**config.mk**
```make
export PLATFORM = sky130hd
export DESIGN_NAME = hci_h4_uart_deframer_top
export DESIGN_NICKNAME = d
export VERILOG_FILES = /design/src/rtl/hcih4_pkg.sv /design/src/rtl/hcih4_cfg.sv /design/src/rtl/hcih4_fsm.sv /design/src/rtl/hcih4_out.sv /design/src/rtl/hci_h4_uart_deframer_top.sv
export VERILOG_INCLUDE_DIRS = /design/src /design/src/rtl
export SDC_FILE = /design/constraint.sdc
export NUM_CORES = 1
export LEC_CHECK = 0
export BUFFER_PORTS_ARGS = -buffer_cell sky130_fd_sc_hd__buf_2
export CAP_MARGIN = 20
export CORE_ASPECT_RATIO = 1.1
export CORE_MARGIN = 8
export CORE_UTILIZATION = 50
export DETAILED_ROUTE_END_ITERATION = 8
export GPL_ROUTABILITY_DRIVEN = 0
export MAX_ROUTING_LAYER = met4
export PLACE_DENSITY = 0.83
export SLEW_MARGIN = 20
export SYNTH_ARGS = -nofsm -noshare
export SYNTH_HDL_FRONTEND = slang
export SYNTH_SLANG_ARGS = --single-unit
```
**constraint.sdc**
```tcl
create_clock -name i_clk -period 4.9 [get_ports i_clk]
set_clock_uncertainty 0.1 [all_clocks]
set_input_delay 0.49 -clock i_clk [delete_from_list [all_inputs] [get_ports i_clk]]
set_output_delay 0.49 -clock i_clk [all_outputs]
set_load 0.05 [all_outputs]
```
**src/rtl/assert_macros.svh**
```systemverilog
`ifndef ASSERT_MACROS_SVH
`define ASSERT_MACROS_SVH

// Clocked property, ignored while reset is held.
`define ASSERT_CLK(label, clk, rst_n, prop, msg) \
    label: assert property (@(posedge clk) disable iff (!rst_n) (prop)) else $error(msg);

// Implication: when the trigger holds, the consequence holds in the same cycle.
`define ASSERT_IMPL(label, clk, rst_n, trig, cons, msg) \
    label: assert property (@(posedge clk) disable iff (!rst_n) (trig) |-> (cons)) else $error(msg);

`endif

```
**src/rtl/hcih4_pkg.sv**
```systemverilog
`timescale 1ns / 1ps
`default_nettype none

package hcih4_pkg;

    localparam logic [7:0] TYPE_CMD = 8'h01;
    localparam logic [7:0] TYPE_ACL = 8'h02;

    localparam int unsigned L2CAP_MTU = 64;
    localparam logic [7:0]  CMD_MAX_RESET = 8'd255;
    localparam logic [15:0] ACL_MAX_RESET = 16'(L2CAP_MTU + 4);

    localparam logic [1:0] PH_TYPE    = 2'd0;
    localparam logic [1:0] PH_HEADER  = 2'd1;
    localparam logic [1:0] PH_PAYLOAD = 2'd2;
    localparam logic [1:0] PH_DISCARD = 2'd3;

    localparam logic [1:0] ROLE_TYPE    = 2'd0;
    localparam logic [1:0] ROLE_HEADER  = 2'd1;
    localparam logic [1:0] ROLE_PAYLOAD = 2'd2;
    localparam logic [1:0] ROLE_DISCARD = 2'd3;

    localparam logic KIND_CMD = 1'b0;
    localparam logic KIND_ACL = 1'b1;

    localparam logic [1:0] ST_OK        = 2'd0;
    localparam logic [1:0] ST_UNKNOWN   = 2'd1;
    localparam logic [1:0] ST_OVERLIMIT = 2'd2;

    localparam logic [1:0] HDR_LEN_POS  = 2'd2;
    localparam logic [1:0] HDR_LAST_CMD = 2'd2;
    localparam logic [1:0] HDR_LAST_ACL = 2'd3;

    localparam logic REG_CMD_MAX = 1'b0;
    localparam logic REG_ACL_MAX = 1'b1;

    typedef struct packed {
        logic [15:0] acl_max_payload;
        logic [7:0]  cmd_max_params;
    } t_cfg;

    typedef struct packed {
        logic [1:0] status;
        logic       packet_end;
        logic       packet_kind;
        logic [1:0] byte_role;
        logic [7:0] out_byte;
    } t_result;

    typedef struct packed {
        logic [1:0] phase;
        logic       left_zero;
    } t_fsm_status;

endpackage

`default_nettype wire

```
**src/rtl/hcih4_cfg.sv**
```systemverilog
`timescale 1ns / 1ps
`default_nettype none

module hcih4_cfg
    import hcih4_pkg::*;
(
    input  wire logic        i_clk,
    input  wire logic        i_rst_n,
    input  wire logic        psel,
    input  wire logic        penable,
    input  wire logic        pwrite,
    input  wire logic [2:0]  paddr,
    input  wire logic [31:0] pwdata,
    output logic [31:0]      prdata,
    output logic             pready,
    output t_cfg             o_cfg
);

    logic [7:0]  r_cmd_max;
    logic [15:0] r_acl_max;
    logic        wr_en;

    assign pready = 1'b1;
    assign wr_en  = psel && penable && pwrite && pready;

    always_ff @(posedge i_clk) begin
        if (!i_rst_n) begin
            r_cmd_max <= CMD_MAX_RESET;
            r_acl_max <= ACL_MAX_RESET;
        end else if (wr_en) begin
            case (paddr[2])
                REG_CMD_MAX: r_cmd_max <= pwdata[7:0];
                REG_ACL_MAX: r_acl_max <= pwdata[15:0];
                default: ;
            endcase
        end
    end

    always_comb begin
        case (paddr[2])
            REG_CMD_MAX: prdata = {24'd0, r_cmd_max};
            REG_ACL_MAX: prdata = {16'd0, r_acl_max};
            default:     prdata = 32'd0;
        endcase
    end

    assign o_cfg.cmd_max_params  = r_cmd_max;
    assign o_cfg.acl_max_payload = r_acl_max;

endmodule

`default_nettype wire

```
**src/rtl/hcih4_fsm.sv**
```systemverilog
`timescale 1ns / 1ps
`default_nettype none

module hcih4_fsm
    import hcih4_pkg::*;
(
    input  wire logic       i_clk,
    input  wire logic       i_rst_n,
    input  wire t_cfg       i_cfg,
    input  wire logic       i_in_valid,
    output logic            o_in_ready,
    input  wire logic [7:0] i_in_byte,
    output logic            o_res_valid,
    input  wire logic       i_res_ready,
    output t_result         o_res,
    output t_fsm_status     o_status
);

    logic        r_in_valid;
    logic [7:0]  r_in_byte;
    logic [1:0]  r_phase,    n_phase;
    logic        r_kind,     n_kind;
    logic [1:0]  r_hpos,     n_hpos;
    logic [7:0]  r_len_low,  n_len_low;
    logic [15:0] r_left,     n_left;
    logic        fire;
    logic [1:0]  last_pos;
    logic [15:0] len;
    logic [15:0] limit;

    assign fire        = r_in_valid && i_res_ready;
    assign o_in_ready  = !r_in_valid || i_res_ready;
    assign o_res_valid = r_in_valid;

    always_ff @(posedge i_clk) begin
        if (!i_rst_n) begin
            r_in_valid <= 1'b0;
        end else if (o_in_ready) begin
            r_in_valid <= i_in_valid;
        end
    end

    always_ff @(posedge i_clk) begin
        if (o_in_ready && i_in_valid) begin
            r_in_byte <= i_in_byte;
        end
    end

    always_comb begin
        n_phase   = r_phase;
        n_kind    = r_kind;
        n_hpos    = r_hpos;
        n_len_low = r_len_low;
        n_left    = r_left;
        last_pos  = r_kind ? HDR_LAST_ACL : HDR_LAST_CMD;
        len       = r_kind ? {r_in_byte, r_len_low} : {8'd0, r_in_byte};
        limit     = r_kind ? i_cfg.acl_max_payload : {8'd0, i_cfg.cmd_max_params};
        o_res.out_byte    = r_in_byte;
        o_res.byte_role   = ROLE_TYPE;
        o_res.packet_kind = r_kind;
        o_res.packet_end  = 1'b0;
        o_res.status      = ST_OK;
        case (r_phase)
            PH_TYPE: begin
                if (r_in_byte == TYPE_CMD || r_in_byte == TYPE_ACL) begin
                    n_kind    = (r_in_byte == TYPE_ACL) ? KIND_ACL : KIND_CMD;
                    n_hpos    = 2'd0;
                    n_len_low = 8'd0;
                    n_left    = 16'd0;
                    n_phase   = PH_HEADER;
                    o_res.packet_kind = n_kind;
                end else begin
                    o_res.packet_kind = KIND_CMD;
                    o_res.status      = ST_UNKNOWN;
                end
            end
            PH_HEADER: begin
                o_res.byte_role = ROLE_HEADER;
                if (r_hpos < last_pos) begin
                    if (r_hpos == HDR_LEN_POS) begin
                        n_len_low = r_in_byte;
                    end
                    n_hpos = r_hpos + 2'd1;
                end else begin
                    n_hpos = 2'd0;
                    n_left = len;
                    if (len == 16'd0) begin
                        n_phase = PH_TYPE;
                        o_res.packet_end = 1'b1;
                    end else if (len > limit) begin
                        n_phase = PH_DISCARD;
                        o_res.status = ST_OVERLIMIT;
                    end else begin
                        n_phase = PH_PAYLOAD;
                    end
                end
            end
            default: begin
                o_res.byte_role = (r_phase == PH_DISCARD) ? ROLE_DISCARD : ROLE_PAYLOAD;
                if (r_left <= 16'd1) begin
                    n_left  = 16'd0;
                    n_phase = PH_TYPE;
                    o_res.packet_end = 1'b1;
                end else begin
                    n_left = r_left - 16'd1;
                end
            end
        endcase
    end

    always_ff @(posedge i_clk) begin
        if (!i_rst_n) begin
            r_phase   <= PH_TYPE;
            r_kind    <= KIND_CMD;
            r_hpos    <= 2'd0;
            r_len_low <= 8'd0;
            r_left    <= 16'd0;
        end else if (fire) begin
            r_phase   <= n_phase;
            r_kind    <= n_kind;
            r_hpos    <= n_hpos;
            r_len_low <= n_len_low;
            r_left    <= n_left;
        end
    end

    assign o_status.phase     = r_phase;
    assign o_status.left_zero = (r_left == 16'd0);

endmodule

`default_nettype wire

```
**src/rtl/hcih4_out.sv**
```systemverilog
`timescale 1ns / 1ps
`default_nettype none

module hcih4_out
    import hcih4_pkg::*;
(
    input  wire logic    i_clk,
    input  wire logic    i_rst_n,
    input  wire logic    i_valid,
    output logic         o_ready,
    input  wire t_result i_res,
    output logic         o_valid,
    input  wire logic    i_ready,
    output t_result      o_res
);

    logic    r_main_valid;
    logic    r_skid_valid;
    t_result r_main;
    t_result r_skid;
    logic    take;
    logic    load_main;

    assign o_ready   = !r_skid_valid;
    assign take      = i_valid && !r_skid_valid;
    assign load_main = !r_main_valid || i_ready;

    always_ff @(posedge i_clk) begin
        if (!i_rst_n) begin
            r_main_valid <= 1'b0;
            r_skid_valid <= 1'b0;
        end else if (load_main) begin
            r_main_valid <= r_skid_valid || take;
            r_skid_valid <= 1'b0;
        end else if (take) begin
            r_skid_valid <= 1'b1;
        end
    end

    always_ff @(posedge i_clk) begin
        if (load_main) begin
            r_main <= r_skid_valid ? r_skid : i_res;
        end else if (take) begin
            r_skid <= i_res;
        end
    end

    assign o_valid = r_main_valid;
    assign o_res   = r_main;

endmodule

`default_nettype wire

```
**src/rtl/hci_h4_uart_deframer_top.sv**
```systemverilog
`timescale 1ns / 1ps
`default_nettype none
// H:4 UART receive deframer.
// Input stream: one received UART byte per request on s_axis_tdata.
// Output stream: each byte passed through on m_axis_tdata, tagged in
// m_axis_tuser with its role (type, header, payload, discarded), the packet
// kind (command or ACL) and a status (ok, unknown type dropped, length over
// limit); m_axis_tlast marks the byte that completes a packet.
// APB port: register 0 at address 0 is the command parameter limit, register
// 1 at address 4 the ACL length limit; write only while the streams are idle.
// Path: a byte accepted on the input is held in the input register, goes
// through the phase update and is registered in the output buffer.
// Throughput: one byte per cycle while the output side takes bytes, set by
// the combinational phase update between the input and output registers.
// Reset: the block waits for a type byte, both limits return to their
// defaults (255 and 68) and both register stages empty.
// Output stall: a two-entry output buffer keeps tready on the input side
// registered; once it fills, s_axis_tready drops and bytes hold upstream.
`include "assert_macros.svh"

module hci_h4_uart_deframer_top
    import hcih4_pkg::*;
(
    input  wire logic        i_clk,
    input  wire logic        i_rst_n,
    input  wire logic        psel,
    input  wire logic        penable,
    input  wire logic        pwrite,
    input  wire logic [2:0]  paddr,
    input  wire logic [31:0] pwdata,
    output logic [31:0]      prdata,
    output logic             pready,
    input  wire logic        s_axis_tvalid,
    output logic             s_axis_tready,
    input  wire logic [7:0]  s_axis_tdata,   // [7:0] rx_byte
    output logic             m_axis_tvalid,
    input  wire logic        m_axis_tready,
    output logic [7:0]       m_axis_tdata,   // [7:0] out_byte
    output logic [4:0]       m_axis_tuser,   // [1:0] byte_role, [2] packet_kind, [4:3] status
    output logic             m_axis_tlast    // packet_end
);

    t_cfg        cfg;
    t_result     fsm_res;
    t_result     out_res;
    t_fsm_status fsm_status;
    logic        fsm_valid;
    logic        out_ready;

    hcih4_cfg u_cfg (
        .i_clk   (i_clk),
        .i_rst_n (i_rst_n),
        .psel    (psel),
        .penable (penable),
        .pwrite  (pwrite),
        .paddr   (paddr),
        .pwdata  (pwdata),
        .prdata  (prdata),
        .pready  (pready),
        .o_cfg   (cfg)
    );

    hcih4_fsm u_fsm (
        .i_clk       (i_clk),
        .i_rst_n     (i_rst_n),
        .i_cfg       (cfg),
        .i_in_valid  (s_axis_tvalid),
        .o_in_ready  (s_axis_tready),
        .i_in_byte   (s_axis_tdata),
        .o_res_valid (fsm_valid),
        .i_res_ready (out_ready),
        .o_res       (fsm_res),
        .o_status    (fsm_status)
    );

    hcih4_out u_out (
        .i_clk   (i_clk),
        .i_rst_n (i_rst_n),
        .i_valid (fsm_valid),
        .o_ready (out_ready),
        .i_res   (fsm_res),
        .o_valid (m_axis_tvalid),
        .i_ready (m_axis_tready),
        .o_res   (out_res)
    );

    assign m_axis_tdata = out_res.out_byte;
    assign m_axis_tuser = {out_res.status, out_res.packet_kind, out_res.byte_role};
    assign m_axis_tlast = out_res.packet_end;

    `ASSERT_IMPL(a_payload_has_bytes, i_clk, i_rst_n,
        (fsm_status.phase == PH_PAYLOAD || fsm_status.phase == PH_DISCARD),
        !fsm_status.left_zero, "payload phase with no bytes left")

    `ASSERT_IMPL(a_overlimit_on_header, i_clk, i_rst_n,
        m_axis_tvalid && m_axis_tuser[4:3] == ST_OVERLIMIT,
        m_axis_tuser[1:0] == ROLE_HEADER && !m_axis_tlast, "over-limit flag off last header byte")

    `ASSERT_IMPL(a_type_never_last, i_clk, i_rst_n,
        m_axis_tvalid && m_axis_tuser[1:0] == ROLE_TYPE,
        !m_axis_tlast, "type byte marked as packet end")

    `ASSERT_IMPL(a_unknown_is_type, i_clk, i_rst_n,
        m_axis_tvalid && m_axis_tuser[4:3] == ST_UNKNOWN,
        m_axis_tuser[1:0] == ROLE_TYPE && !m_axis_tuser[2], "unknown status off a type byte")

endmodule

`default_nettype wire

```
==> qor.yml <==
hold_depth: 1
layout_setup_ws_ns: 1.40
outcome: "completed"
timing.final.crit_share_pct: 71.5
peakVddDrop_mv: 0.192
synth_cell_types: 64
wl_met1_um: 5300
top_layer: "met4"
path_max_fanout: 26
drtPass1Iterations: 5
muxShareOfSynthArea_pct: 7.79
hold_viol_final: 0
antenna_found_initial: 0
critPathSlowestCell: "dfxtp_1"
die_area_um2: 13600
cp-start-kind: "flip-flop"
synthArstFlopShare_pct: 0
drc: 0
routed_wl_um: 12500
layout.cells.non_filler: 705
num-fill-cells: 852
crit_top_cell: "o31ai_1"
synth_edf_count: 36
end_kind: "flip-flop"
synthAdderAreaFrac_pct: 4.72
cts_resized: 0
die_y_um: 121
synth_flop_cell: "dfxtp_1"
r2r_cells: 8
overflow: 0
setup-tns-final_ns: 0
path_clk_slew_ns: 0.10
wl_met3_um: 803
rows: 38
wl_per_cell_um: 17.7
tightest_slew_ns: 1.03
ctsLongestPathBuffers: 2
layout_common_cells: "nand2_1, buf_2, dfxtp_1, a21oi_1, edfxtp_1"
dp_hpwl_um: 8780
final_common_cell: "nand2_1"
min_path_type: "in2reg"
utilization_pct: 56.0
critPathMaxStageDelay_ns: 0.93
root_buffer: "clkbuf_8"
synth_top_family_by_area: "simple AND/OR/NAND/NOR gates"
cts_tree: "built"
initial_utilization_pct: 51.2
synth_xor_area_share_pct: 0.347
syn_inst: 539
fin_nets: 649
leakagePower_uw: 0.00215
cp.required_ns: 5.00
rsz0062_at_grt: "false"
clock_sinks: 92
cap_violations: 0
synth_compound_area_share_pct: 16.1
syn_area_per_cell_um2: 9.35
slew_headroom_pct: 31.3
dp_cells: 689
viasPerCell: 6.05
diodes: 0
areaGrowthSynthToFinish_pct: 9.33
hold_buffers: 0
synthSimpleGateAreaFrac_pct: 20.8
path_cells: "buf_12 -> mux2_2 -> ha_1 -> nor2b_1 -> o211ai_1 -> a2111oi_0 -> o31ai_1 -> o31ai_1"
num_io_pins: 99
yosys_warnings: 0
numCtsBuffers: 9
slew_viol_final: 0
die-width_um: 112
syn_area_um2: 5040
vias: 4268
post_cts_buffers: 0
core_um2: 9840
worstSkewPairLatency_ns: 0.37
wl_met2_um: 6040
grt_max_degree: 38
yosysSeqAreaShare_pct: 43.7
fmaxAchievable_ghz: 0.285
crit_type: "reg2reg"
synth.ff_latch_count: 92
p_per_area_nw_per_um2: 278
finalSetupViolations: 0
grtUsageTotal_pct: 19.0
cp.arrival_ns: 3.60
io_buffers: 63
drive_above_1_share_pct: 20.9
grt_pass1_wl_um: 20600
dp_slack_ns: 1.57
drt-initial-drc-count: 379
layout_min_cycle_time_ns: 3.50
h-tree-depth: 3
first_global_vias: 4197
postRouteAntennaNets: 0
per-stage QoR:
step / hold slack [ns] / cell area, um^2 / total power, uW
after global routing: 0.172 / 5510 / 1580
after global placement: 0.349 / 5300 / 1010
final: 0.190 / 5510 / 1530
after floorplan: 0.336 / 5100 / 976
after detailed placement: 0.353 / 5300 / 1010
after CTS: 0.184 / 5510 / 1530
path summary, 6_finish.rpt:
kind,from,end,slack [ns]
setup / recovery,u_fsm.r_kind,u_out.o_res[13],1.40
hold / removal,s_axis_tdata[5],u_fsm.r_in_byte[5],0.19
setup reg to reg,u_fsm.r_kind,u_out.o_res[13],1.40
hold reg to reg,u_fsm.r_len_low[2],u_fsm.r_len_low[2],0.37
worst max-delay path: cells and delay by family, from the launching register on:
kind	cells	cell delay (ns)
buffers and inverters	1	0.25
AND/OR/NAND/NOR	1	0.13
flip-flops	1	0.93
AO/OA/AOI/OAI	4	1.36
multiplexers	1	0.37
adder cells (fa/ha/maj)	1	0.18
routing by layer:
metal	global-route usage, %	vias to the layer above
li1	-	2012
met1	22.1	2024
met2	31.4	194
met3	4.13	38
met4	7.70	0
met5	-	-
logic make-up (layout without fill, tap and decap cells):
logic type | Yosys count | after routing
AND/OR/NAND/NOR | 211 | 211
AO/OA/AOI/OAI | 118 | 118
flip-flops | 92 | 92
buffers and inverters | 59 | 90
multiplexers | 36 | 36
adder cells (fa/ha/maj) | 19 | 19
other | 2 | 17
XOR/XNOR | 2 | 2
where the power goes:
group | internal, uW | total [uW] | switching (uW) | leakage [uW]
Sequential | 812 | 828 | 16.4 | 0.000809
Combinational | 40.7 | 166 | 125 | 0.00123
Clock | 245 | 541 | 296 | 0.000105
cell type report:
class	instances	area [um^2]	area share [%]
Clock buffer	9	124	2.25
Clock inverter	7	85.1	1.54
Inverter	9	33.8	0.613
Multi-Input combinational cell	403	2570	46.7
Sequential cell	92	2200	40.0
Tap cell	120	150	2.72
Timing Repair Buffer	65	343	6.22
flip-flops by register name (all words and copies together), names as in the netlist:
| register | cells |
|---|---|
| u_cfg.r_cmd_max | 8 |
| u_fsm.o_res_valid | 1 |
| u_fsm.r_left | 16 |
| u_out.o_res | 14 |
| u_fsm.r_len_low | 8 |
| u_fsm.r_phase | 2 |
| u_out.r_skid | 14 |
| u_fsm.r_in_byte | 8 |
| u_cfg.r_acl_max | 16 |
| u_out.o_valid | 1 |
| u_fsm.r_kind | 1 |
| u_fsm.r_hpos | 2 |
| u_out.r_skid_valid | 1 |
synth_stat cells (6+ instances only):
master	count	area share, %
nor2_1	23	1.7
and2_1	18	2.2
nand2_1	92	6.9
mux2i_1	10	2.0
ha_1	19	4.7
buf_2	7	0.69
buf_4	23	3.4
dfxtp_1	56	22
nand2b_1	6	0.74
o2111ai_1	9	1.6
a21oi_1	40	4.0
edfxtp_1	36	21
inv_1	8	0.60
o21ai_0	17	1.7
nor3_1	9	0.89
mux2_2	26	5.8
nand3_1	24	2.4
nand4_1	10	1.2
clkbuf_1	14	1.0
a31oi_1	9	1.1
No activity file was read; power rests on OpenSTA's default activity.
